`src/rtl/mlrq_pkg.sv`:
```
// types and constants shared by the ready queue scheduler modules
// no dependencies
package mlrq_pkg;

   localparam int unsigned OpWidth      = 2;
   localparam int unsigned IdWidth      = 8;
   localparam int unsigned PrioWidth    = 8;
   localparam int unsigned BurstWidth   = 16;
   localparam int unsigned WaitWidth    = 10;
   localparam int unsigned SeqWidth     = 8;
   localparam int unsigned StatusWidth  = 2;
   localparam int unsigned LevelWidth   = 2;
   localparam int unsigned CountWidth   = 5;
   localparam int unsigned CsrIdxWidth  = 3;
   localparam int unsigned CsrDataWidth = 10;

   localparam logic [PrioWidth-1:0] PrioLimit = 8'd150;
   localparam logic [PrioWidth-1:0] PrioMax   = 8'd149;
   localparam logic [WaitWidth-1:0] WaitMax   = 10'd1023;

   typedef enum logic [OpWidth-1:0] {
      OP_ENQUEUE = 2'd0,
      OP_DEQUEUE = 2'd1,
      OP_AGE     = 2'd2,
      OP_NONE    = 2'd3
   } op_type;

   typedef enum logic [StatusWidth-1:0] {
      ST_OK        = 2'd0,
      ST_EMPTY     = 2'd1,
      ST_FULL      = 2'd2,
      ST_BAD_PRIO  = 2'd3
   } status_type;

   typedef enum logic [CsrIdxWidth-1:0] {
      CSR_AGING_STEP      = 3'd0,
      CSR_AGING_THRESHOLD = 3'd1,
      CSR_PRIORITY_BOOST  = 3'd2,
      CSR_PRIORITY_CAP    = 3'd3,
      CSR_LEVEL_ONE_FLOOR = 3'd4,
      CSR_LEVEL_TWO_FLOOR = 3'd5
   } csr_idx_type;

   localparam logic [LevelWidth-1:0] LevelNone  = 2'd0;
   localparam logic [LevelWidth-1:0] LevelOne   = 2'd1;
   localparam logic [LevelWidth-1:0] LevelTwo   = 2'd2;
   localparam logic [LevelWidth-1:0] LevelThree = 2'd3;

   typedef enum logic [1:0] {
      SCAN_BEST = 2'd0,
      SCAN_PEND = 2'd1,
      SCAN_WAIT = 2'd2
   } scan_mode_type;

   typedef struct packed {
      logic          load;
      logic          clear_best;
      logic          rd_en;
      scan_mode_type mode;
      logic          enq_commit;
      logic          deq_commit;
      logic          promote_commit;
   } cmd_type;

   typedef struct packed {
      logic any_pending;
   } stat_type;

   function automatic logic [LevelWidth-1:0] level_of(
      input logic [PrioWidth-1:0] prio,
      input logic [PrioWidth-1:0] floor_one,
      input logic [PrioWidth-1:0] floor_two);
      logic [LevelWidth-1:0] lvl;
      if (prio >= floor_one) lvl = LevelOne;
      else if (prio >= floor_two) lvl = LevelTwo;
      else lvl = LevelThree;
      return lvl;
   endfunction

endpackage

```
`src/rtl/mlrq_req_if.sv`:
```
// request channel interface of the ready queue scheduler
// depends on mlrq_pkg
interface mlrq_req_if;
   logic                      valid;
   logic                      ready;
   mlrq_pkg::op_type          op;
   logic [7:0]                task_id;
   logic [7:0]                task_priority;
   logic [15:0]               task_burst;

   modport source(output valid, op, task_id, task_priority, task_burst, input ready);
   modport sink(input valid, op, task_id, task_priority, task_burst, output ready);
endinterface

```
`src/rtl/mlrq_rsp_if.sv`:
```
// response channel interface of the ready queue scheduler
// depends on mlrq_pkg
interface mlrq_rsp_if;
   logic                      valid;
   logic                      ready;
   mlrq_pkg::status_type      status;
   logic [7:0]                out_id;
   logic [7:0]                out_priority;
   logic [15:0]               out_burst;
   logic [1:0]                out_level;
   logic [4:0]                promoted_count;

   modport source(output valid, status, out_id, out_priority, out_burst, out_level,
                  promoted_count, input ready);
   modport sink(input valid, status, out_id, out_priority, out_burst, out_level,
                promoted_count, output ready);
endinterface

```
`src/rtl/mlrq_ctrl.sv`:
```
// sequencing state machine of the ready queue scheduler
// depends on mlrq_pkg
module mlrq_ctrl #(
   parameter int unsigned TABLE_ENTRIES = 16
) (
   input  logic                              clock,
   input  logic                              reset,
   input  logic                              req_valid,
   input  mlrq_pkg::op_type                  req_op,
   output logic                              req_ready,
   output logic                              rsp_valid,
   input  logic                              rsp_ready,
   output mlrq_pkg::cmd_type                 cmd,
   output logic [$clog2(TABLE_ENTRIES)-1:0]  rd_idx,
   input  mlrq_pkg::stat_type                stat
);
   import mlrq_pkg::*;

   localparam int unsigned IdxWidth = $clog2(TABLE_ENTRIES);
   localparam logic [IdxWidth-1:0] LastIdx = IdxWidth'(TABLE_ENTRIES - 1);

   typedef enum logic [2:0] {
      S_IDLE, S_ENQ, S_SCAN, S_DRAIN, S_DEQ, S_CHECK, S_PROMOTE, S_RESP
   } state_type;

   state_type     state_ff, state_in;
   op_type        op_ff, op_in;
   scan_mode_type mode_ff, mode_in;
   logic [IdxWidth-1:0] cnt_ff, cnt_in;
   logic          accept;

   assign accept    = req_valid && (state_ff == S_IDLE);
   assign req_ready = (state_ff == S_IDLE);
   assign rsp_valid = (state_ff == S_RESP);
   assign rd_idx    = cnt_ff;

   always_comb begin
      state_in = state_ff;
      op_in    = op_ff;
      mode_in  = mode_ff;
      cnt_in   = cnt_ff;
      cmd      = '0;
      cmd.mode = mode_ff;
      unique case (state_ff)
         S_IDLE: begin
            if (accept) begin
               cmd.load = 1'b1;
               op_in    = req_op;
               cnt_in   = '0;
               unique case (req_op)
                  OP_ENQUEUE: state_in = S_ENQ;
                  OP_DEQUEUE: begin
                     cmd.clear_best = 1'b1;
                     mode_in        = SCAN_BEST;
                     state_in       = S_SCAN;
                  end
                  OP_AGE: begin
                     mode_in  = SCAN_WAIT;
                     state_in = S_SCAN;
                  end
                  default: state_in = S_RESP;
               endcase
            end
         end
         S_ENQ: begin
            cmd.enq_commit = 1'b1;
            state_in       = S_RESP;
         end
         S_SCAN: begin
            cmd.rd_en = 1'b1;
            cnt_in    = cnt_ff + 1'b1;
            if (cnt_ff == LastIdx) state_in = S_DRAIN;
         end
         S_DRAIN: begin
            if (op_ff == OP_DEQUEUE) state_in = S_DEQ;
            else if (mode_ff == SCAN_WAIT) state_in = S_CHECK;
            else state_in = S_PROMOTE;
         end
         S_DEQ: begin
            cmd.deq_commit = 1'b1;
            state_in       = S_RESP;
         end
         S_PROMOTE: begin
            cmd.promote_commit = 1'b1;
            state_in           = S_CHECK;
         end
         S_CHECK: begin
            if (stat.any_pending) begin
               cmd.clear_best = 1'b1;
               mode_in        = SCAN_PEND;
               cnt_in         = '0;
               state_in       = S_SCAN;
            end else begin
               state_in = S_RESP;
            end
         end
         S_RESP: begin
            if (rsp_ready) state_in = S_IDLE;
         end
         default: state_in = S_IDLE;
      endcase
   end

   always_ff @(posedge clock) begin
      if (reset) begin
         state_ff <= S_IDLE;
         op_ff    <= OP_NONE;
         mode_ff  <= SCAN_BEST;
         cnt_ff   <= '0;
      end else begin
         state_ff <= state_in;
         op_ff    <= op_in;
         mode_ff  <= mode_in;
         cnt_ff   <= cnt_in;
      end
   end

endmodule

```
`src/rtl/mlrq_dpath.sv`:
```
// task table, registers, scan compare and result registers
// depends on mlrq_pkg
module mlrq_dpath #(
   parameter int unsigned TABLE_ENTRIES = 16
) (
   input  logic                                  clock,
   input  logic                                  reset,
   input  mlrq_pkg::cmd_type                     cmd,
   input  logic [$clog2(TABLE_ENTRIES)-1:0]      rd_idx,
   output mlrq_pkg::stat_type                    stat,
   input  logic [7:0]                            in_id,
   input  logic [7:0]                            in_priority,
   input  logic [15:0]                           in_burst,
   input  logic                                  csr_we,
   input  logic [mlrq_pkg::CsrIdxWidth-1:0]      csr_index,
   input  logic [mlrq_pkg::CsrDataWidth-1:0]     csr_wdata,
   output mlrq_pkg::status_type                  res_status,
   output logic [7:0]                            res_id,
   output logic [7:0]                            res_priority,
   output logic [15:0]                           res_burst,
   output logic [1:0]                            res_level,
   output logic [4:0]                            res_count
);
   import mlrq_pkg::*;

   localparam int unsigned IdxWidth = $clog2(TABLE_ENTRIES);

   // configuration
   logic [7:0]           step_ff;
   logic [WaitWidth-1:0] thr_ff;
   logic [5:0]           boost_ff;
   logic [PrioWidth-1:0] cap_ff, floor1_ff, floor2_ff;

   // table
   logic [IdWidth-1:0]    mem_id    [TABLE_ENTRIES];
   logic [PrioWidth-1:0]  mem_prio  [TABLE_ENTRIES];
   logic [BurstWidth-1:0] mem_burst [TABLE_ENTRIES];
   logic [WaitWidth-1:0]  mem_wait  [TABLE_ENTRIES];
   logic [SeqWidth-1:0]   mem_seq   [TABLE_ENTRIES];
   logic [TABLE_ENTRIES-1:0] valid_ff, valid_in, pend_ff, pend_in;

   // read stage
   logic [IdWidth-1:0]    rd_id_ff;
   logic [PrioWidth-1:0]  rd_prio_ff;
   logic [BurstWidth-1:0] rd_burst_ff;
   logic [WaitWidth-1:0]  rd_wait_ff;
   logic [SeqWidth-1:0]   rd_seq_ff;
   logic                  rd_vld_ff;
   logic [IdxWidth-1:0]   idx_q_ff;
   scan_mode_type         mode_q_ff;

   // latched request and sequence state
   logic [IdWidth-1:0]    tid_ff;
   logic [PrioWidth-1:0]  tpr_ff;
   logic [BurstWidth-1:0] tbu_ff;
   logic [SeqWidth-1:0]   base_ff, nseq_ff, nseq_in;

   // running best
   logic                  best_found_ff, best_found_in;
   logic [IdxWidth-1:0]   best_idx_ff, best_idx_in;
   logic [IdWidth-1:0]    best_id_ff, best_id_in;
   logic [PrioWidth-1:0]  best_prio_ff, best_prio_in;
   logic [BurstWidth-1:0] best_burst_ff, best_burst_in;
   logic [SeqWidth-1:0]   best_seq_ff, best_seq_in;

   // result
   status_type            res_status_ff, res_status_in;
   logic [IdWidth-1:0]    res_id_ff, res_id_in;
   logic [PrioWidth-1:0]  res_prio_ff, res_prio_in;
   logic [BurstWidth-1:0] res_burst_ff, res_burst_in;
   logic [LevelWidth-1:0] res_level_ff, res_level_in;
   logic [CountWidth-1:0] res_count_ff, res_count_in;

   // write port
   logic                  wr_all, wr_wait, wr_prio_seq;
   logic [IdxWidth-1:0]   wr_addr;
   logic [WaitWidth-1:0]  wr_wait_val;
   logic [PrioWidth-1:0]  wr_prio_val;
   logic [SeqWidth-1:0]   wr_seq_val;

   // helpers
   logic                  free_found;
   logic [IdxWidth-1:0]   free_idx;
   logic                  cand_ok, cand_before;
   logic [LevelWidth-1:0] lvl_c, lvl_b;
   logic [SeqWidth-1:0]   age_c, age_b;
   logic [WaitWidth:0]    wait_sum;
   logic                  promote_now;
   logic [PrioWidth-1:0]  cap_eff;
   logic [PrioWidth:0]    prio_sum;

   assign stat.any_pending = |pend_ff;

   assign res_status   = res_status_ff;
   assign res_id       = res_id_ff;
   assign res_priority = res_prio_ff;
   assign res_burst    = res_burst_ff;
   assign res_level    = res_level_ff;
   assign res_count    = res_count_ff;

   always_comb begin
      free_found = 1'b0;
      free_idx   = '0;
      for (int i = TABLE_ENTRIES - 1; i >= 0; i--) begin
         if (!valid_ff[i]) begin
            free_found = 1'b1;
            free_idx   = IdxWidth'(i);
         end
      end
   end

   // ordering compare of the slot just read against the running best
   always_comb begin
      lvl_c = level_of(rd_prio_ff, floor1_ff, floor2_ff);
      lvl_b = level_of(best_prio_ff, floor1_ff, floor2_ff);
      age_c = base_ff - 8'd1 - rd_seq_ff;
      age_b = base_ff - 8'd1 - best_seq_ff;
      if (lvl_c != lvl_b) cand_before = (lvl_c < lvl_b);
      else if (lvl_c == LevelOne && rd_burst_ff != best_burst_ff)
         cand_before = (rd_burst_ff < best_burst_ff);
      else if (lvl_c == LevelTwo && rd_id_ff != best_id_ff)
         cand_before = (rd_id_ff < best_id_ff);
      else cand_before = (age_c > age_b);
      cand_ok = rd_vld_ff && valid_ff[idx_q_ff] &&
                ((mode_q_ff != SCAN_PEND) || pend_ff[idx_q_ff]);
   end

   always_comb begin
      wait_sum    = {1'b0, rd_wait_ff} + (WaitWidth + 1)'(step_ff);
      promote_now = (rd_wait_ff >= thr_ff);
      cap_eff     = (cap_ff > PrioMax) ? PrioMax : cap_ff;
      prio_sum    = {1'b0, best_prio_ff} + (PrioWidth + 1)'(boost_ff);
   end

   always_comb begin
      valid_in      = valid_ff;
      pend_in       = pend_ff;
      nseq_in       = nseq_ff;
      best_found_in = best_found_ff;
      best_idx_in   = best_idx_ff;
      best_id_in    = best_id_ff;
      best_prio_in  = best_prio_ff;
      best_burst_in = best_burst_ff;
      best_seq_in   = best_seq_ff;
      res_status_in = res_status_ff;
      res_id_in     = res_id_ff;
      res_prio_in   = res_prio_ff;
      res_burst_in  = res_burst_ff;
      res_level_in  = res_level_ff;
      res_count_in  = res_count_ff;
      wr_all        = 1'b0;
      wr_wait       = 1'b0;
      wr_prio_seq   = 1'b0;
      wr_addr       = idx_q_ff;
      wr_wait_val   = '0;
      wr_prio_val   = tpr_ff;
      wr_seq_val    = nseq_ff;

      if (cmd.load) begin
         res_status_in = ST_OK;
         res_id_in     = '0;
         res_prio_in   = '0;
         res_burst_in  = '0;
         res_level_in  = LevelNone;
         res_count_in  = '0;
      end
      if (cmd.clear_best) best_found_in = 1'b0;

      // data phase of a scan
      if (cand_ok) begin
         if (mode_q_ff == SCAN_WAIT) begin
            wr_wait = 1'b1;
            if (promote_now) begin
               wr_wait_val = '0;
               pend_in[idx_q_ff] = 1'b1;
            end else begin
               wr_wait_val = (wait_sum > (WaitWidth + 1)'(WaitMax)) ? WaitMax
                             : wait_sum[WaitWidth-1:0];
            end
         end else if (!best_found_ff || cand_before) begin
            best_found_in = 1'b1;
            best_idx_in   = idx_q_ff;
            best_id_in    = rd_id_ff;
            best_prio_in  = rd_prio_ff;
            best_burst_in = rd_burst_ff;
            best_seq_in   = rd_seq_ff;
         end
      end

      if (cmd.enq_commit) begin
         if (tpr_ff >= PrioLimit) res_status_in = ST_BAD_PRIO;
         else if (!free_found) res_status_in = ST_FULL;
         else begin
            wr_all             = 1'b1;
            wr_addr            = free_idx;
            valid_in[free_idx] = 1'b1;
            nseq_in            = nseq_ff + 8'd1;
         end
      end

      if (cmd.deq_commit) begin
         if (best_found_ff) begin
            res_id_in             = best_id_ff;
            res_prio_in           = best_prio_ff;
            res_burst_in          = best_burst_ff;
            res_level_in          = level_of(best_prio_ff, floor1_ff, floor2_ff);
            valid_in[best_idx_ff] = 1'b0;
         end else begin
            res_status_in = ST_EMPTY;
         end
      end

      if (cmd.promote_commit) begin
         wr_prio_seq          = 1'b1;
         wr_addr              = best_idx_ff;
         wr_prio_val          = (prio_sum > (PrioWidth + 1)'(cap_eff)) ? cap_eff
                                : prio_sum[PrioWidth-1:0];
         pend_in[best_idx_ff] = 1'b0;
         nseq_in              = nseq_ff + 8'd1;
         res_count_in         = res_count_ff + 5'd1;
      end
   end

   // table memory: one write and one registered read per cycle
   always_ff @(posedge clock) begin
      if (wr_all) begin
         mem_id[wr_addr]    <= tid_ff;
         mem_burst[wr_addr] <= tbu_ff;
      end
      if (wr_all || wr_wait) mem_wait[wr_addr] <= wr_wait_val;
      if (wr_all || wr_prio_seq) begin
         mem_prio[wr_addr] <= wr_prio_val;
         mem_seq[wr_addr]  <= wr_seq_val;
      end
      rd_id_ff    <= mem_id[rd_idx];
      rd_prio_ff  <= mem_prio[rd_idx];
      rd_burst_ff <= mem_burst[rd_idx];
      rd_wait_ff  <= mem_wait[rd_idx];
      rd_seq_ff   <= mem_seq[rd_idx];
   end

   always_ff @(posedge clock) begin
      idx_q_ff      <= rd_idx;
      mode_q_ff     <= cmd.mode;
      best_idx_ff   <= best_idx_in;
      best_id_ff    <= best_id_in;
      best_prio_ff  <= best_prio_in;
      best_burst_ff <= best_burst_in;
      best_seq_ff   <= best_seq_in;
      res_id_ff     <= res_id_in;
      res_prio_ff   <= res_prio_in;
      res_burst_ff  <= res_burst_in;
      res_level_ff  <= res_level_in;
      res_count_ff  <= res_count_in;
      res_status_ff <= res_status_in;
      if (cmd.load) begin
         tid_ff  <= in_id;
         tpr_ff  <= in_priority;
         tbu_ff  <= in_burst;
         base_ff <= nseq_ff;
      end
   end

   always_ff @(posedge clock) begin
      if (reset) begin
         valid_ff      <= '0;
         pend_ff       <= '0;
         nseq_ff       <= '0;
         rd_vld_ff     <= 1'b0;
         best_found_ff <= 1'b0;
         step_ff       <= 8'd100;
         thr_ff        <= 10'd400;
         boost_ff      <= 6'd10;
         cap_ff        <= 8'd149;
         floor1_ff     <= 8'd100;
         floor2_ff     <= 8'd50;
      end else begin
         valid_ff      <= valid_in;
         pend_ff       <= pend_in;
         nseq_ff       <= nseq_in;
         rd_vld_ff     <= cmd.rd_en;
         best_found_ff <= best_found_in;
         if (csr_we) begin
            unique case (csr_index)
               CSR_AGING_STEP:      step_ff   <= csr_wdata[7:0];
               CSR_AGING_THRESHOLD: thr_ff    <= csr_wdata[9:0];
               CSR_PRIORITY_BOOST:  boost_ff  <= csr_wdata[5:0];
               CSR_PRIORITY_CAP:    cap_ff    <= csr_wdata[7:0];
               CSR_LEVEL_ONE_FLOOR: floor1_ff <= csr_wdata[7:0];
               CSR_LEVEL_TWO_FLOOR: floor2_ff <= csr_wdata[7:0];
               default: ;
            endcase
         end
      end
   end

endmodule

```
`src/rtl/multilevel_ready_queue_scheduler_core.sv`:
```
// top level of the multilevel ready queue scheduler with aging
// depends on mlrq_pkg, mlrq_req_if, mlrq_rsp_if, mlrq_ctrl, mlrq_dpath
//
// usage
//  - req_chan carries one transaction: op (enqueue, dequeue, age tick) plus
//    the task id, priority and burst used by an enqueue
//  - rsp_chan returns exactly one transaction per request: status, the
//    dequeued task's fields and level, and the count of promoted tasks
//  - csr_we/csr_index/csr_wdata write the aging and level registers; the user
//    writes them only while the block is idle; the block does not enforce it
//  - one request is handled at a time; req_chan.ready is high only when idle
//  - steps from acceptance to rsp_chan.valid: an enqueue commits in S_ENQ;
//    an unused op goes straight to the response; a dequeue scans every
//    table slot (one table slot read per cycle), then commits; an age tick
//    makes one wait pass, then one selection scan per promotion so
//    promotions take sequence numbers in queue order
//  - the single table read port sets the pace: one slot per cycle
//  - a stalled rsp_chan holds the result and keeps req_chan.ready low
//  - reset is synchronous; it empties the table, restores register defaults
//    and clears the sequence counter; no clearing pass is needed
module multilevel_ready_queue_scheduler_core #(
   parameter int unsigned TABLE_ENTRIES = 16
) (
   input  logic                                  clock,
   input  logic                                  reset,
   mlrq_req_if.sink                              req_chan,
   mlrq_rsp_if.source                            rsp_chan,
   input  logic                                  csr_we,
   input  logic [mlrq_pkg::CsrIdxWidth-1:0]      csr_index,
   input  logic [mlrq_pkg::CsrDataWidth-1:0]     csr_wdata
);
   import mlrq_pkg::*;

   localparam int unsigned IdxWidth = $clog2(TABLE_ENTRIES);

   cmd_type             cmd;
   stat_type            stat;
   logic [IdxWidth-1:0] rd_idx;

   // sequencer: owns handshakes and the scan counter
   mlrq_ctrl #(
      .TABLE_ENTRIES(TABLE_ENTRIES)
   ) u_ctrl (
      .clock     (clock),
      .reset     (reset),
      .req_valid (req_chan.valid),
      .req_op    (req_chan.op),
      .req_ready (req_chan.ready),
      .rsp_valid (rsp_chan.valid),
      .rsp_ready (rsp_chan.ready),
      .cmd       (cmd),
      .rd_idx    (rd_idx),
      .stat      (stat)
   );

   // table, ordering compare and result registers
   mlrq_dpath #(
      .TABLE_ENTRIES(TABLE_ENTRIES)
   ) u_dpath (
      .clock        (clock),
      .reset        (reset),
      .cmd          (cmd),
      .rd_idx       (rd_idx),
      .stat         (stat),
      .in_id        (req_chan.task_id),
      .in_priority  (req_chan.task_priority),
      .in_burst     (req_chan.task_burst),
      .csr_we       (csr_we),
      .csr_index    (csr_index),
      .csr_wdata    (csr_wdata),
      .res_status   (rsp_chan.status),
      .res_id       (rsp_chan.out_id),
      .res_priority (rsp_chan.out_priority),
      .res_burst    (rsp_chan.out_burst),
      .res_level    (rsp_chan.out_level),
      .res_count    (rsp_chan.promoted_count)
   );

endmodule

```
`src/flat_wrapper.sv`:
```
// flat-port wrapper written by rule: the top's interface ports become plain ports
module multilevel_ready_queue_scheduler_core_flat import mlrq_pkg::*;
#(
   parameter int unsigned TABLE_ENTRIES = 16
)
  (clock, reset, csr_we, csr_index, csr_wdata, req_chan_valid, req_chan_op, req_chan_task_id, req_chan_task_priority, req_chan_task_burst, req_chan_ready, rsp_chan_valid, rsp_chan_status, rsp_chan_out_id, rsp_chan_out_priority, rsp_chan_out_burst, rsp_chan_out_level, rsp_chan_promoted_count, rsp_chan_ready);
  mlrq_req_if req_chan_i ();
  mlrq_rsp_if rsp_chan_i ();
  input  logic clock;
  input  logic reset;
  input  logic csr_we;
  input  logic [mlrq_pkg::CsrIdxWidth-1:0] csr_index;
  input  logic [mlrq_pkg::CsrDataWidth-1:0] csr_wdata;
  input wire logic [$bits(req_chan_i.valid)-1:0] req_chan_valid;
  input wire logic [$bits(req_chan_i.op)-1:0] req_chan_op;
  input wire logic [$bits(req_chan_i.task_id)-1:0] req_chan_task_id;
  input wire logic [$bits(req_chan_i.task_priority)-1:0] req_chan_task_priority;
  input wire logic [$bits(req_chan_i.task_burst)-1:0] req_chan_task_burst;
  output wire logic [$bits(req_chan_i.ready)-1:0] req_chan_ready;
  output wire logic [$bits(rsp_chan_i.valid)-1:0] rsp_chan_valid;
  output wire logic [$bits(rsp_chan_i.status)-1:0] rsp_chan_status;
  output wire logic [$bits(rsp_chan_i.out_id)-1:0] rsp_chan_out_id;
  output wire logic [$bits(rsp_chan_i.out_priority)-1:0] rsp_chan_out_priority;
  output wire logic [$bits(rsp_chan_i.out_burst)-1:0] rsp_chan_out_burst;
  output wire logic [$bits(rsp_chan_i.out_level)-1:0] rsp_chan_out_level;
  output wire logic [$bits(rsp_chan_i.promoted_count)-1:0] rsp_chan_promoted_count;
  input wire logic [$bits(rsp_chan_i.ready)-1:0] rsp_chan_ready;
  assign req_chan_i.valid = req_chan_valid;
  assign req_chan_i.op = req_chan_op;
  assign req_chan_i.task_id = req_chan_task_id;
  assign req_chan_i.task_priority = req_chan_task_priority;
  assign req_chan_i.task_burst = req_chan_task_burst;
  assign req_chan_ready = req_chan_i.ready;
  assign rsp_chan_valid = rsp_chan_i.valid;
  assign rsp_chan_status = rsp_chan_i.status;
  assign rsp_chan_out_id = rsp_chan_i.out_id;
  assign rsp_chan_out_priority = rsp_chan_i.out_priority;
  assign rsp_chan_out_burst = rsp_chan_i.out_burst;
  assign rsp_chan_out_level = rsp_chan_i.out_level;
  assign rsp_chan_promoted_count = rsp_chan_i.promoted_count;
  assign rsp_chan_i.ready = rsp_chan_ready;
  multilevel_ready_queue_scheduler_core #(.TABLE_ENTRIES(TABLE_ENTRIES)) u_core (.clock(clock), .reset(reset), .req_chan(req_chan_i), .rsp_chan(rsp_chan_i), .csr_we(csr_we), .csr_index(csr_index), .csr_wdata(csr_wdata));
endmodule
```
`config.mk`:
```
export PLATFORM = sky130hd
export DESIGN_NAME = multilevel_ready_queue_scheduler_core_flat
export DESIGN_NICKNAME = d
export VERILOG_FILES = /design/src/rtl/mlrq_pkg.sv /design/src/rtl/mlrq_req_if.sv /design/src/rtl/mlrq_rsp_if.sv /design/src/rtl/mlrq_ctrl.sv /design/src/rtl/mlrq_dpath.sv /design/src/rtl/multilevel_ready_queue_scheduler_core.sv /design/src/flat_wrapper.sv
export SDC_FILE = /design/constraint.sdc
export NUM_CORES = 1
export LEC_CHECK = 0
export BUFFER_PORTS_ARGS = -buffer_cell sky130_fd_sc_hd__buf_2
export CAP_MARGIN = 20
export CORE_UTILIZATION = 40
export DETAILED_ROUTE_END_ITERATION = 8
export HOLD_SLACK_MARGIN = 0.02
export PLACE_DENSITY = 0.61
export SETUP_SLACK_MARGIN = 0.4
export SLEW_MARGIN = 0
export SYNTH_ARGS = -nofsm -noshare
export SYNTH_HDL_FRONTEND = slang
export SYNTH_SLANG_ARGS = --single-unit
```
`constraint.sdc`:
```
create_clock -name clock -period 6.6 [get_ports clock]
set_input_delay 0.33 -clock clock [delete_from_list [all_inputs] [get_ports clock]]
set_output_delay 0.33 -clock clock [all_outputs]
set_load 0.01 [all_outputs]
```
== Word level (Yosys, flattened, before mapping) ==
Memory sizes are Yosys's and may differ from the RTL's. A register that Yosys moved wholly into a read port is not among the register bits.
Cells that the tools add are included.

* Add/sub/neg operators: 8
* Magnitude comparators: 19
* Equal/unequal tests: 30
* Muxes and demuxes: 133
* Bitwise gates (word level): 6
* Reductions and logical operators: 36

{| class="wikitable"
|+ Operator list
! cell !! count
|-
| $mux 16 || 12
|-
| $mux 8 || 13
|-
| $mux 4 || 22
|-
| $mux 1 || 49
|-
| $mux 10 || 4
|-
| $and 16x16->16 || 2
|-
| $ge 8x8->1 || 4
|-
| $or 16x16->16 || 2
|-
| $mux 2 || 15
|-
| $pmux 3 s7 || 1
|-
| $eq 3x3->1 const B || 6
|-
| $lt 16x16->1 || 1
|-
| $ne 16x16->1 || 1
|-
| $not 16->16 || 1
|-
| $reduce_or 16->1 || 1
|-
| $sub 8x8->8 || 2
|-
| $lt 4x5->1 const B || 3
|-
| $mux 3 || 5
|-
| $reduce_and 2->1 || 7
|-
| $demux 1 s4 || 3
|-
| $eq 3x2->1 const B || 4
|-
| $ge 4x1->1 const B || 3
|-
| $pmux 4 s3 || 1
|-
| $reduce_and 3->1 || 4
|-
| 38 further kinds || 66
|}

* Bits in registers: 232
* Bits in writable memories: 800
* Input port bits: 52
* Output and inout bits: 43
* Memories kept: 5

{| class="wikitable"
|+ Memory list
! memory !! words !! bits a word !! read ports !! clocked after Yosys merged registers in !! wr ports !! RTL line !! RTL
|-
| u_core.u_dpath.mem_burst || 16 || 16 || 1 || 1 || 1 || mlrq_dpath.sv:37 || <nowiki>logic [BurstWidth-1:0] mem_burst [TABLE_ENTRIES];</nowiki>
|-
| u_core.u_dpath.mem_wait || 16 || 10 || 1 || 1 || 1 || mlrq_dpath.sv:38 || <nowiki>logic [WaitWidth-1:0] mem_wait [TABLE_ENTRIES];</nowiki>
|-
| u_core.u_dpath.mem_id || 16 || 8 || 1 || 1 || 1 || mlrq_dpath.sv:35 || <nowiki>logic [IdWidth-1:0] mem_id [TABLE_ENTRIES];</nowiki>
|-
| u_core.u_dpath.mem_prio || 16 || 8 || 1 || 1 || 1 || mlrq_dpath.sv:36 || <nowiki>logic [PrioWidth-1:0] mem_prio [TABLE_ENTRIES];</nowiki>
|-
| u_core.u_dpath.mem_seq || 16 || 8 || 1 || 1 || 1 || mlrq_dpath.sv:39 || <nowiki>logic [SeqWidth-1:0] mem_seq [TABLE_ENTRIES];</nowiki>
|}

== Longest topological paths before layout ==
Gate-level depths: netlist of run 1.

* Depth after elaboration: 27
* Depth in mapped cells: 19
* Mapped depth without buffers: 19

== Modules after synthesis ==
From an unflattened synthesis of run 1, not the netlist that was laid out.

* Cell total of the unflattened synthesis: 2567
* Area, all modules: 43954.7 um2

{| class="wikitable"
|+ Modules (own cells, without submodules)
! module !! times used !! cells each !! area an instance (um2) !! seq. area each (um2)
|-
| mlrq_dpath || 1 || 2474 || 43229.0 || 30339.1
|-
| mlrq_ctrl || 1 || 93 || 725.7 || 220.2
|}

== Worst setup path before layout of run 1 ==
Ideal clock, no wire load.

* Kind: register to register
* From: register u_core.u_dpath.base_ff[0]
* To: register u_core.u_dpath.best_burst_ff[0], enable pin
* Setup time: 0.460 ns
* Arrival: 5.348 ns
* Data required time: 6.140 ns
* Setup slack: 0.792 ns
* Stages on the path, launching flop included: 20
* Cells stage by stage: edfxtp_1 > inv_1 > ha_1 > inv_1 > ha_1 > nor2b_1 > o21ai_0 > nand2b_1 > a21o_1 > a21oi_1 > o21ai_0 > xnor2_1 > ha_1 > nand3_1 > nor4_1 > a21oi_1 > nand2_1 > a21o_1 > a221o_1 > a21oi_1

* Cells in the longest elaborated chain, start to end: 8

{| class="wikitable"
|+ Ends and longest elaborated chain
! what !! RTL line !! RTL
|-
| start: declaration || mlrq_dpath.sv:56 || <nowiki>logic [SeqWidth-1:0] base_ff, nseq_ff, nseq_in;</nowiki>
|-
| start signal: assignment || mlrq_dpath.sv:260 || <nowiki>base_ff <= nseq_ff;</nowiki>
|-
| $sub 8x1->8 (*) || mlrq_dpath.sv:116, mlrq_dpath.sv:117 ||
|-
| $sub 8x8->8, on equally long branches || mlrq_dpath.sv:116, mlrq_dpath.sv:117 ||
|-
| $gt 8x8->1 (*) || mlrq_dpath.sv:123 || <nowiki>else cand_before = (age_c > age_b);</nowiki>
|-
| $mux 1 (*) || mlrq_dpath.sv:121 || <nowiki>else if (lvl_c == LevelTwo && rd_id_ff != best_id_ff)</nowiki>
|-
| $mux 1 (*) || mlrq_dpath.sv:119 || <nowiki>else if (lvl_c == LevelOne && rd_burst_ff != best_burst_ff)</nowiki>
|-
| $mux 1 (*) || mlrq_dpath.sv:118 || <nowiki>if (lvl_c != lvl_b) cand_before = (lvl_c < lvl_b);</nowiki>
|-
| $logic_or 1x1->1 (*) || mlrq_dpath.sv:180 || <nowiki>end else if (!best_found_ff || cand_before) begin</nowiki>
|-
| $reduce_and 3->1 (no line) (*) || -- ||
|-
| end signal: assignment || mlrq_dpath.sv:248 || <nowiki>best_burst_ff <= best_burst_in;</nowiki>
|-
| end: declaration || mlrq_dpath.sv:63 || <nowiki>logic [BurstWidth-1:0] best_burst_ff, best_burst_in;</nowiki>
|}

Mark *: on every way between the ends. The rest lies on a longest branch, timed or not.
A chain may end at the register's enable or synchronous reset.

== Worst setup path after layout of run 1 ==
* From: register u_core.u_dpath.base_ff[0]
* To: register u_core.u_dpath.best_seq_ff[6], enable pin

* Cells in the longest elaborated chain, start to end: 8

{| class="wikitable"
|+ Ends and longest elaborated chain
! what !! RTL line !! RTL
|-
| $sub 8x1->8 (*) || mlrq_dpath.sv:116, mlrq_dpath.sv:117 ||
|-
| $sub 8x8->8, on equally long branches || mlrq_dpath.sv:116, mlrq_dpath.sv:117 ||
|-
| $gt 8x8->1 (*) || mlrq_dpath.sv:123 ||
|-
| $mux 1 (*) || mlrq_dpath.sv:121 ||
|-
| $mux 1 (*) || mlrq_dpath.sv:119 ||
|-
| $mux 1 (*) || mlrq_dpath.sv:118 ||
|-
| $logic_or 1x1->1 (*) || mlrq_dpath.sv:180 ||
|-
| $reduce_and 3->1 (no line) (*) || -- ||
|-
| end signal: assignment || mlrq_dpath.sv:249 || <nowiki>best_seq_ff <= best_seq_in;</nowiki>
|-
| end: declaration || mlrq_dpath.sv:64 || <nowiki>logic [SeqWidth-1:0] best_seq_ff, best_seq_in;</nowiki>
|}

Marks and branches as above.

==> impl_summary.log, run 1 <==
[metrics] number of clock sinks: around 1,100
[metrics] final WL: 108,000 um
[metrics] drt drc: 0
[metrics] Pre-antenna DRT Iters: 6
[metrics] cell at the root of the clock tree: clkbuf_16
[metrics] global-route wire length before repair: 161,000 um
[metrics] RSZ-0062 raised after global routing: no
[metrics] Port Buf Inserts: 94
[metrics] placer's final routability congestion estimate: approximately 0.86
[metrics] total number of placement rows: about 120
[metrics] CP Class: reg -> reg
[metrics] post-synth cell types: 77
[metrics] # H-tree levels: 3
[metrics] synthesized area per cell: between 15 and 20 um^2
[metrics] EDFF count, synth: roughly 890
[metrics] crit path time final: about 4.7 ns
[metrics] global route total overflow: 0
[metrics] top cell type's share of synthesized area: 60.7%
[metrics] half-perimeter wire length after detailed placement: between 60,000 and 70,000 um
[metrics] placed cell count: approximately 4,300
[metrics] Slowest Stage Delay on Critical Path: between 0.5 and 0.6 ns
[metrics] cell with the largest stage delay on the worst path: buf_4
[metrics] highest-count cells in the layout ignoring fill and taps: 889 x edfxtp_1, 229 x nand2_1, 189 x dfxtp_1, 163 x o21ai_0, 157 x mux2i_1
[metrics] part of the power in combinational logic: 18.0%
[metrics] cell accounting for the most synthesized area: edfxtp_1
[metrics] I/O Pins: 95
[metrics] TritonCTS clock tree: yes
[metrics] via count of the first global-routing pass: 24,700
[metrics] register share of total power: about 48%
[metrics] buffer depth of the longest clock path: 3
[metrics] Max-Slew Margin vs Limit: around a quarter
[metrics] switching fraction of total power: 27.6%
[metrics] antenna violations before repair: 8
[metrics] Die Wd: 334 um
[metrics] most frequent cell on the critical path: ha_1
[metrics] max-capacitance violation count: 0
[metrics] cell area after synthesis: about 44,000 um^2
[metrics] vias per cell: 5.51
[metrics] clock slew seen by the registers of the worst setup and hold paths: 0.06 ns
[metrics] Max Fanout on Critical Path: 44
[metrics] post-synth net total: just over 3,000
[metrics] Tightest Pin Transition: ~1.1 ns
[metrics] Core Area: approximately 110,000 um^2
[metrics] net switching power of the design: approximately 4900 uW
[metrics] total routing resource utilization after global routing: about a fifth
[metrics] number of standard cells after synthesis: 2,865
[metrics] number of routed nets with antenna violations: 0
[metrics] Final Cycle Share: 71.5%
[metrics] final slew viol count: 0
[metrics] most frequent standard cell in the layout excluding fill and tap cells: edfxtp_1
[metrics] die area: about 110,000 um^2
[metrics] highest ir drop seen on vdd: 194 uV
[metrics] skew final: around 0.024 ns
[metrics] clock share of power: 34.4%
[metrics] Data arrival, critical path: 5.04 ns
[metrics] number of DRC markers in iteration 0: approximately 2,200
[metrics] highest clock rate: around 210 MHz
[metrics] wire length per cell: approximately 24 um
[metrics] critical path, cell by cell: inv_1, ha_1, inv_1, ha_1, nor2b_1, o21ai_0, nand2b_1, a21o_1, a21oi_1, o21ai_0, xnor2_1, ha_1, nand3_1, nor4_1, a21oi_1, nand2_1, a21o_1, a221o_1, a21oi_4, buf_4
[metrics] setup bufs post-CTS: 0
[metrics] Final #Nets: between 3,000 and 4,000
[metrics] Crit path required time: about 6.9 ns
[metrics] most frequently used flop master after synthesis: edfxtp_1
[metrics] number of warnings printed during yosys synthesis: 0
[metrics] number of storage elements in the synthesis netlist: 1,082
[metrics] Setup violations, final: 0
[metrics] internal power: about 13,000 uW
[metrics] fraction of the yosys area taken by sequential cells: slightly below 70%
[metrics] share of post-route cells with drive strength above 1: about 17%
[metrics] CP endpoint kind: register
[metrics] final hold viol count: 0
[metrics] ratio of total power to cell area: approximately 350 nW/um^2
[metrics] initial standard-cell utilization of the core: between 40 and 50%
[metrics] area added between synthesis and finish: 14.8%
[metrics] maximum number of pins on one net before global-route repair: 91
[metrics] Worst Setup Start Kind: register
[metrics] ys async rst share: 0%
[metrics] dominant cells by area after synthesis: edfxtp_1 61%, dfxtp_1 8.8%, mux4_2 5.4%
[metrics] total clock buffers created by CTS: between 100 and 150
[metrics] result of the run: completed
[metrics] clock insertion delay at the later pin of the skew report: ~0.70 ns
[metrics] non-filler cells, final: 4,555
[metrics] classification of the worst-slack hold path: in -> reg
[metrics] total number of vias: 25,100
[metrics] leakage component of the power: between 0.015 and 0.02 uW
[metrics] height of the chip: about 330 um
[metrics] Setup Total Neg Slack: 0 ns
-- power by group through the flow --
stage | Sequential, uW | Clock [uW] | Combinational, uW
final | 8370 | 6060 | 3180
after global routing | 8420 | 6420 | 3480
after CTS | 8370 | 6180 | 3210
after detailed placement | 8510 | 0 | 3170
after global placement | 8490 | 0 | 3170
after floorplan | 8320 | 0 | 2270
-- stage by stage --
step	instance area [um^2]	util, %	hold slack, ns	setup slack (ns)	total power [uW]
after global routing	50500	46.4	0.0823	1.43	18300
after global placement	46300	42.5	0.359	1.89	11700
after CTS	50400	46.2	0.0229	1.84	17800
final	50500	46.4	0.0784	1.88	17600
after floorplan	44000	-	0.344	0.792	10600
after detailed placement	46400	42.6	0.363	1.87	11700
-- registers in the layout, summed over array words and instances (netlist names), 10 cells and up --
signal and cells:
u_core.u_dpath.thr_ff 10, u_core.u_dpath.mem_seq 128, u_core.u_dpath.res_burst 16, u_core.u_dpath.rd_burst_ff 16, u_core.u_dpath.valid_ff 16, u_core.u_dpath.tbu_ff 16, u_core.u_dpath.best_burst_ff 16, u_core.u_dpath.rd_wait_ff 10
u_core.u_dpath.mem_prio 128, u_core.u_dpath.mem_id 128, u_core.u_dpath.mem_burst 256, u_core.u_dpath.mem_wait 160, u_core.u_dpath.pend_ff 16
-- cells in the mapped netlist, types with 5 or more instances --
cell type and n:
edfxtp_1 889, nand2_1 230, dfxtp_1 193, o21ai_0 163, mux2i_1 157, a21oi_1 154
ha_1 119, mux4_2 106, nor2_1 102, inv_1 92, clkbuf_1 84, a221oi_1 55
a22oi_1 50, mux2_2 50, a211oi_1 33, nand3_1 31, nor2b_1 29, xor2_1 27
buf_1 25, nand2b_1 23, a21o_1 19, nand3b_1 19, nor3_1 19, xnor2_1 18
buf_2 15, nand4_1 13, and2_1 12, a22o_1 10, a211o_1 9, a31oi_1 8
and3_1 8, nor3b_1 8, nor4_1 8, or3_1 7, o21a_1 6, o2111ai_1 5
o211ai_1 5
-- metal layers --
metal | GRT usage (%) | share of wire (%) | routed length [um] | vias up
met5 | 0 | 0 | 0 | -
met4 | 5.06 | 2.0 | 2190 | 0
met3 | 3.08 | 5.7 | 6170 | 139
met2 | 31.5 | 48 | 51700 | 776
met1 | 26.9 | 45 | 48200 | 12700
li1 | - | - | - | 11500
-- timing repair --
action,in CTS,in global routing
hold buffers,47,0
endpoints found under the hold margin,79,0
resized for setup,0,0
-- cell families after synthesis --
logic type	share of synthesized area, %
adders and majority gates	3.57
xor gates and xnor gates	0.896
buffers and inverters	1.92
AOI/OAI and AO/OA	7.95
DFF	69.5
muxes	10.4
and+or+nand+nor	5.82
-- area by class of cell --
type,instances,area (um^2)
clock buffer,146,3120
multi-input combinational,1565,12800
clock inverter,52,422
tap,1414,1770
fill,9411,58500
timing repair buffer,203,1510
inverter,92,345
antenna,1,2.50
sequential,1082,30600
-- worst max-delay path, delay by kind of cell (launching register included) --
| kind | cells | cell delay, ns |
|---|---|---|
| flip-flops | 1 | 0.46 |
| AO/OA/AOI/OAI | 8 | 1.53 |
| XOR/XNOR | 1 | 0.15 |
| adder cells (fa/ha/maj) | 3 | 0.96 |
| buffers and inverters | 3 | 0.69 |
| AND/OR/NAND/NOR | 5 | 0.51 |
-- path summary, 6_finish.rpt --
path	depth (start not counted)	to	from	slack, ns
worst min-delay path	4	u_core.u_ctrl.state_ff[1]	req_chan_valid	0.08
worst max-delay path	20	u_core.u_dpath.best_seq_ff[6]	u_core.u_dpath.base_ff[0]	1.88
worst max register to register	20	u_core.u_dpath.best_seq_ff[6]	u_core.u_dpath.base_ff[0]	1.88
worst min register to register	0	u_core.u_dpath.mode_q_ff[1]	u_core.u_ctrl.mode_ff[1]	0.37
(Power assumes the default switching activity.)
==> run 2, diff against run 1 <==
- PLACE_DENSITY: 0.61 -> 0.63
- clock period: 6.6 -> 4.1 ns (I/O delays scaled with it)
==> run 2 against run 1 <==
Sequential share of layout area fell by 1.8 points; non-clock buffer count up 101; wire length up 2.3%; utilization is 1.4 points higher; cell area rose by 3.1%; combinational power up 82%; worst hold slack better by 0.066 ns; sequential power grew 60%; via count is 2.5% higher; register-to-register slack lost 1.8 ns; die area stayed put; clock skew up 0.0075 ns; largest cell class unchanged.
==> impl_summary.log, run 2 (synthesis results as in run 1) <==
[metrics] wire length per cell: between 20 and 25 um
[metrics] number of routed nets with antenna violations: 0
[metrics] leakage component of the power: between 0.015 and 0.02 uW
[metrics] Worst Setup Start Kind: register
[metrics] antenna violations before repair: 4
[metrics] clock insertion delay at the later pin of the skew report: slightly below 0.7 ns
[metrics] total number of placement rows: 121
[metrics] final slew viol count: 0
[metrics] TritonCTS clock tree: yes
[metrics] Critical Path Source: u_core.u_dpath.base_ff[2]
[metrics] Data arrival, critical path: between 4 and 5 ns
[metrics] Setup Total Neg Slack: 0 ns
[metrics] post-placement worst setup slack: -0.0183 ns
[metrics] total number of vias: ~26,000
[metrics] crit path time final: 4.00 ns
[metrics] highest ir drop seen on vdd: approximately 360 uV
[metrics] Crit path required time: 4.50 ns
[metrics] cell at the root of the clock tree: clkbuf_16
[metrics] global route total overflow: 0
[metrics] Max-Slew Margin vs Limit: a little under a third
[metrics] most frequent standard cell in the layout excluding fill and tap cells: edfxtp_1
[metrics] buffer depth of the longest clock path: 3
[metrics] result of the run: completed
[metrics] die area: about 110,000 um^2
[metrics] half-perimeter wire length after detailed placement: 66,000 um
[metrics] Port Buf Inserts: 94
[metrics] Pre-antenna DRT Iters: 5
[metrics] non-filler cells, final: 4,661
[metrics] max-capacitance violation count: 0
[metrics] Max Fanout on Critical Path: 6
[metrics] highest-count cells in the layout ignoring fill and taps: 889 x edfxtp_1, 229 x nand2_1, 189 x dfxtp_1, 156 x mux2i_1, 155 x o21ai_0
[metrics] Setup violations, final: 0
[metrics] ratio of total power to cell area: between 500 and 600 nW/um^2
[metrics] Final WS setup: approximately 0.10 ns
[metrics] final hold viol count: 0
[metrics] placer's final routability congestion estimate: roughly 0.9
[metrics] Core Area: between 100,000 and 150,000 um^2
[metrics] share of post-route cells with drive strength above 1: a little over a fifth
[metrics] placed cell count: around 4,400
[metrics] Final #Nets: ~3,300
[metrics] launch point of the worst reg-to-reg path: u_core.u_dpath.base_ff[2]
[metrics] Die Wd: ~330 um
[metrics] vias per cell: ~5.5
[metrics] skew final: 0.0316 ns
[metrics] height of the chip: 334 um
[metrics] flip-flop count of the largest register after layout: roughly 260
[metrics] classification of the worst-slack hold path: in -> reg
[metrics] clock slew seen by the registers of the worst setup and hold paths: ~0.06 ns
[metrics] Final Util: 47.8%
[metrics] number of DRC markers in iteration 0: around 2,100
[metrics] Tightest Pin Transition: 1.04 ns
[metrics] number of clock sinks: approximately 1,100
[metrics] global-route wire length before repair: between 150,000 and 200,000 um
[metrics] final WL: between 100,000 and 150,000 um
[metrics] area added between synthesis and finish: 18.4%
[metrics] CP Class: reg -> reg
[metrics] initial standard-cell utilization of the core: 40.4%
[metrics] I/O Pins: between 90 and 100
[metrics] via count of the first global-routing pass: between 20,000 and 30,000
[metrics] biggest regs: u_core.u_dpath.mem_burst: 256 flops, u_core.u_dpath.mem_wait: 160 flops
[metrics] Biggest register: u_core.u_dpath.mem_burst
[metrics] hold path start: rsp_chan_ready
[metrics] Final Cycle Share: 97.5%
[metrics] maximum number of pins on one net before global-route repair: 80
[metrics] CP endpoint kind: register
[metrics] drt drc: 0
[metrics] highest clock rate: between 200 and 300 MHz
[metrics] RSZ-0062 raised after global routing: yes
[metrics] # H-tree levels: 3
[metrics] total clock buffers created by CTS: 108
[metrics] total routing resource utilization after global routing: 19.5%
## run 2: critical path, stage by stage, from the launching register on
cell	delay (ns)
edfxtp_1	0.49
or4_4	0.47
nor2_2	0.10
xor2_1	0.22
ha_1	0.31
a21oi_1	0.19
o21ai_2	0.08
xnor2_1	0.13
ha_1	0.34
nand3_2	0.11
nor4_2	0.06
a21oi_2	0.10
nand2_1	0.08
a21o_1	0.16
a221o_1	0.35
a21oi_4	0.16
buf_12	0.15
buf_12	0.11
buf_16	0.11
## run 2: cell type report
cell class / count / area [um^2]
tap: 1414 / 1770
antenna: 1 / 2.50
fill: 9155 / 56900
timing repair buffer: 304 / 2590
clock buffer: 140 / 3000
multi-input combinational: 1568 / 13200
inverter: 92 / 348
clock inverter: 60 / 618
sequential: 1082 / 30600
## run 2: path summary, 6_finish.rpt
check,slack [ns],to,depth (start not counted)
worst min register to register,0.37,u_core.u_dpath.mode_q_ff[1],0
worst min-delay path,0.14,u_core.u_ctrl.state_ff[0],5
worst max-delay path,0.10,u_core.u_dpath.best_prio_ff[1],18
worst max register to register,0.10,u_core.u_dpath.best_prio_ff[1],18
## run 2: routing by layer
layer	wire length [um]	vias to the layer above	part of all wire (%)	global-route usage [%]
met5	13	-	0.012	0
met4	2500	2	2.3	5.67
met3	6480	157	5.8	2.59
met2	54000	836	49	32.6
met1	47800	13100	43	26.6
li1	-	11700	-	-
## run 2: timing repair
item	4_1_cts	5_1_grt
gates cloned	4	5
resized for setup	27	44
hold endpoints to repair	98	0
buffers inserted	21	12
pin swaps	12	19
hold buffers	53	0
setup endpoints to repair	172	202
## run 2: power breakdown
| part | internal (uW) | switching, uW |
|---|---|---|
| Clock | 5850 | 4170 |
| Sequential | 12800 | 594 |
| Combinational | 2570 | 3230 |
## run 2: stage by stage
| step | instance area, um^2 | power (uW) | hold WS, ns |
|---|---|---|---|
| after floorplan | 44100 | 17100 | 0.304 |
| after global routing | 52100 | 30400 | 0.192 |
| after detailed placement | 47100 | 19000 | 0.357 |
| after CTS | 51700 | 29200 | 0.0878 |
| final | 52100 | 29200 | 0.144 |
| after global placement | 47100 | 18900 | 0.365 |
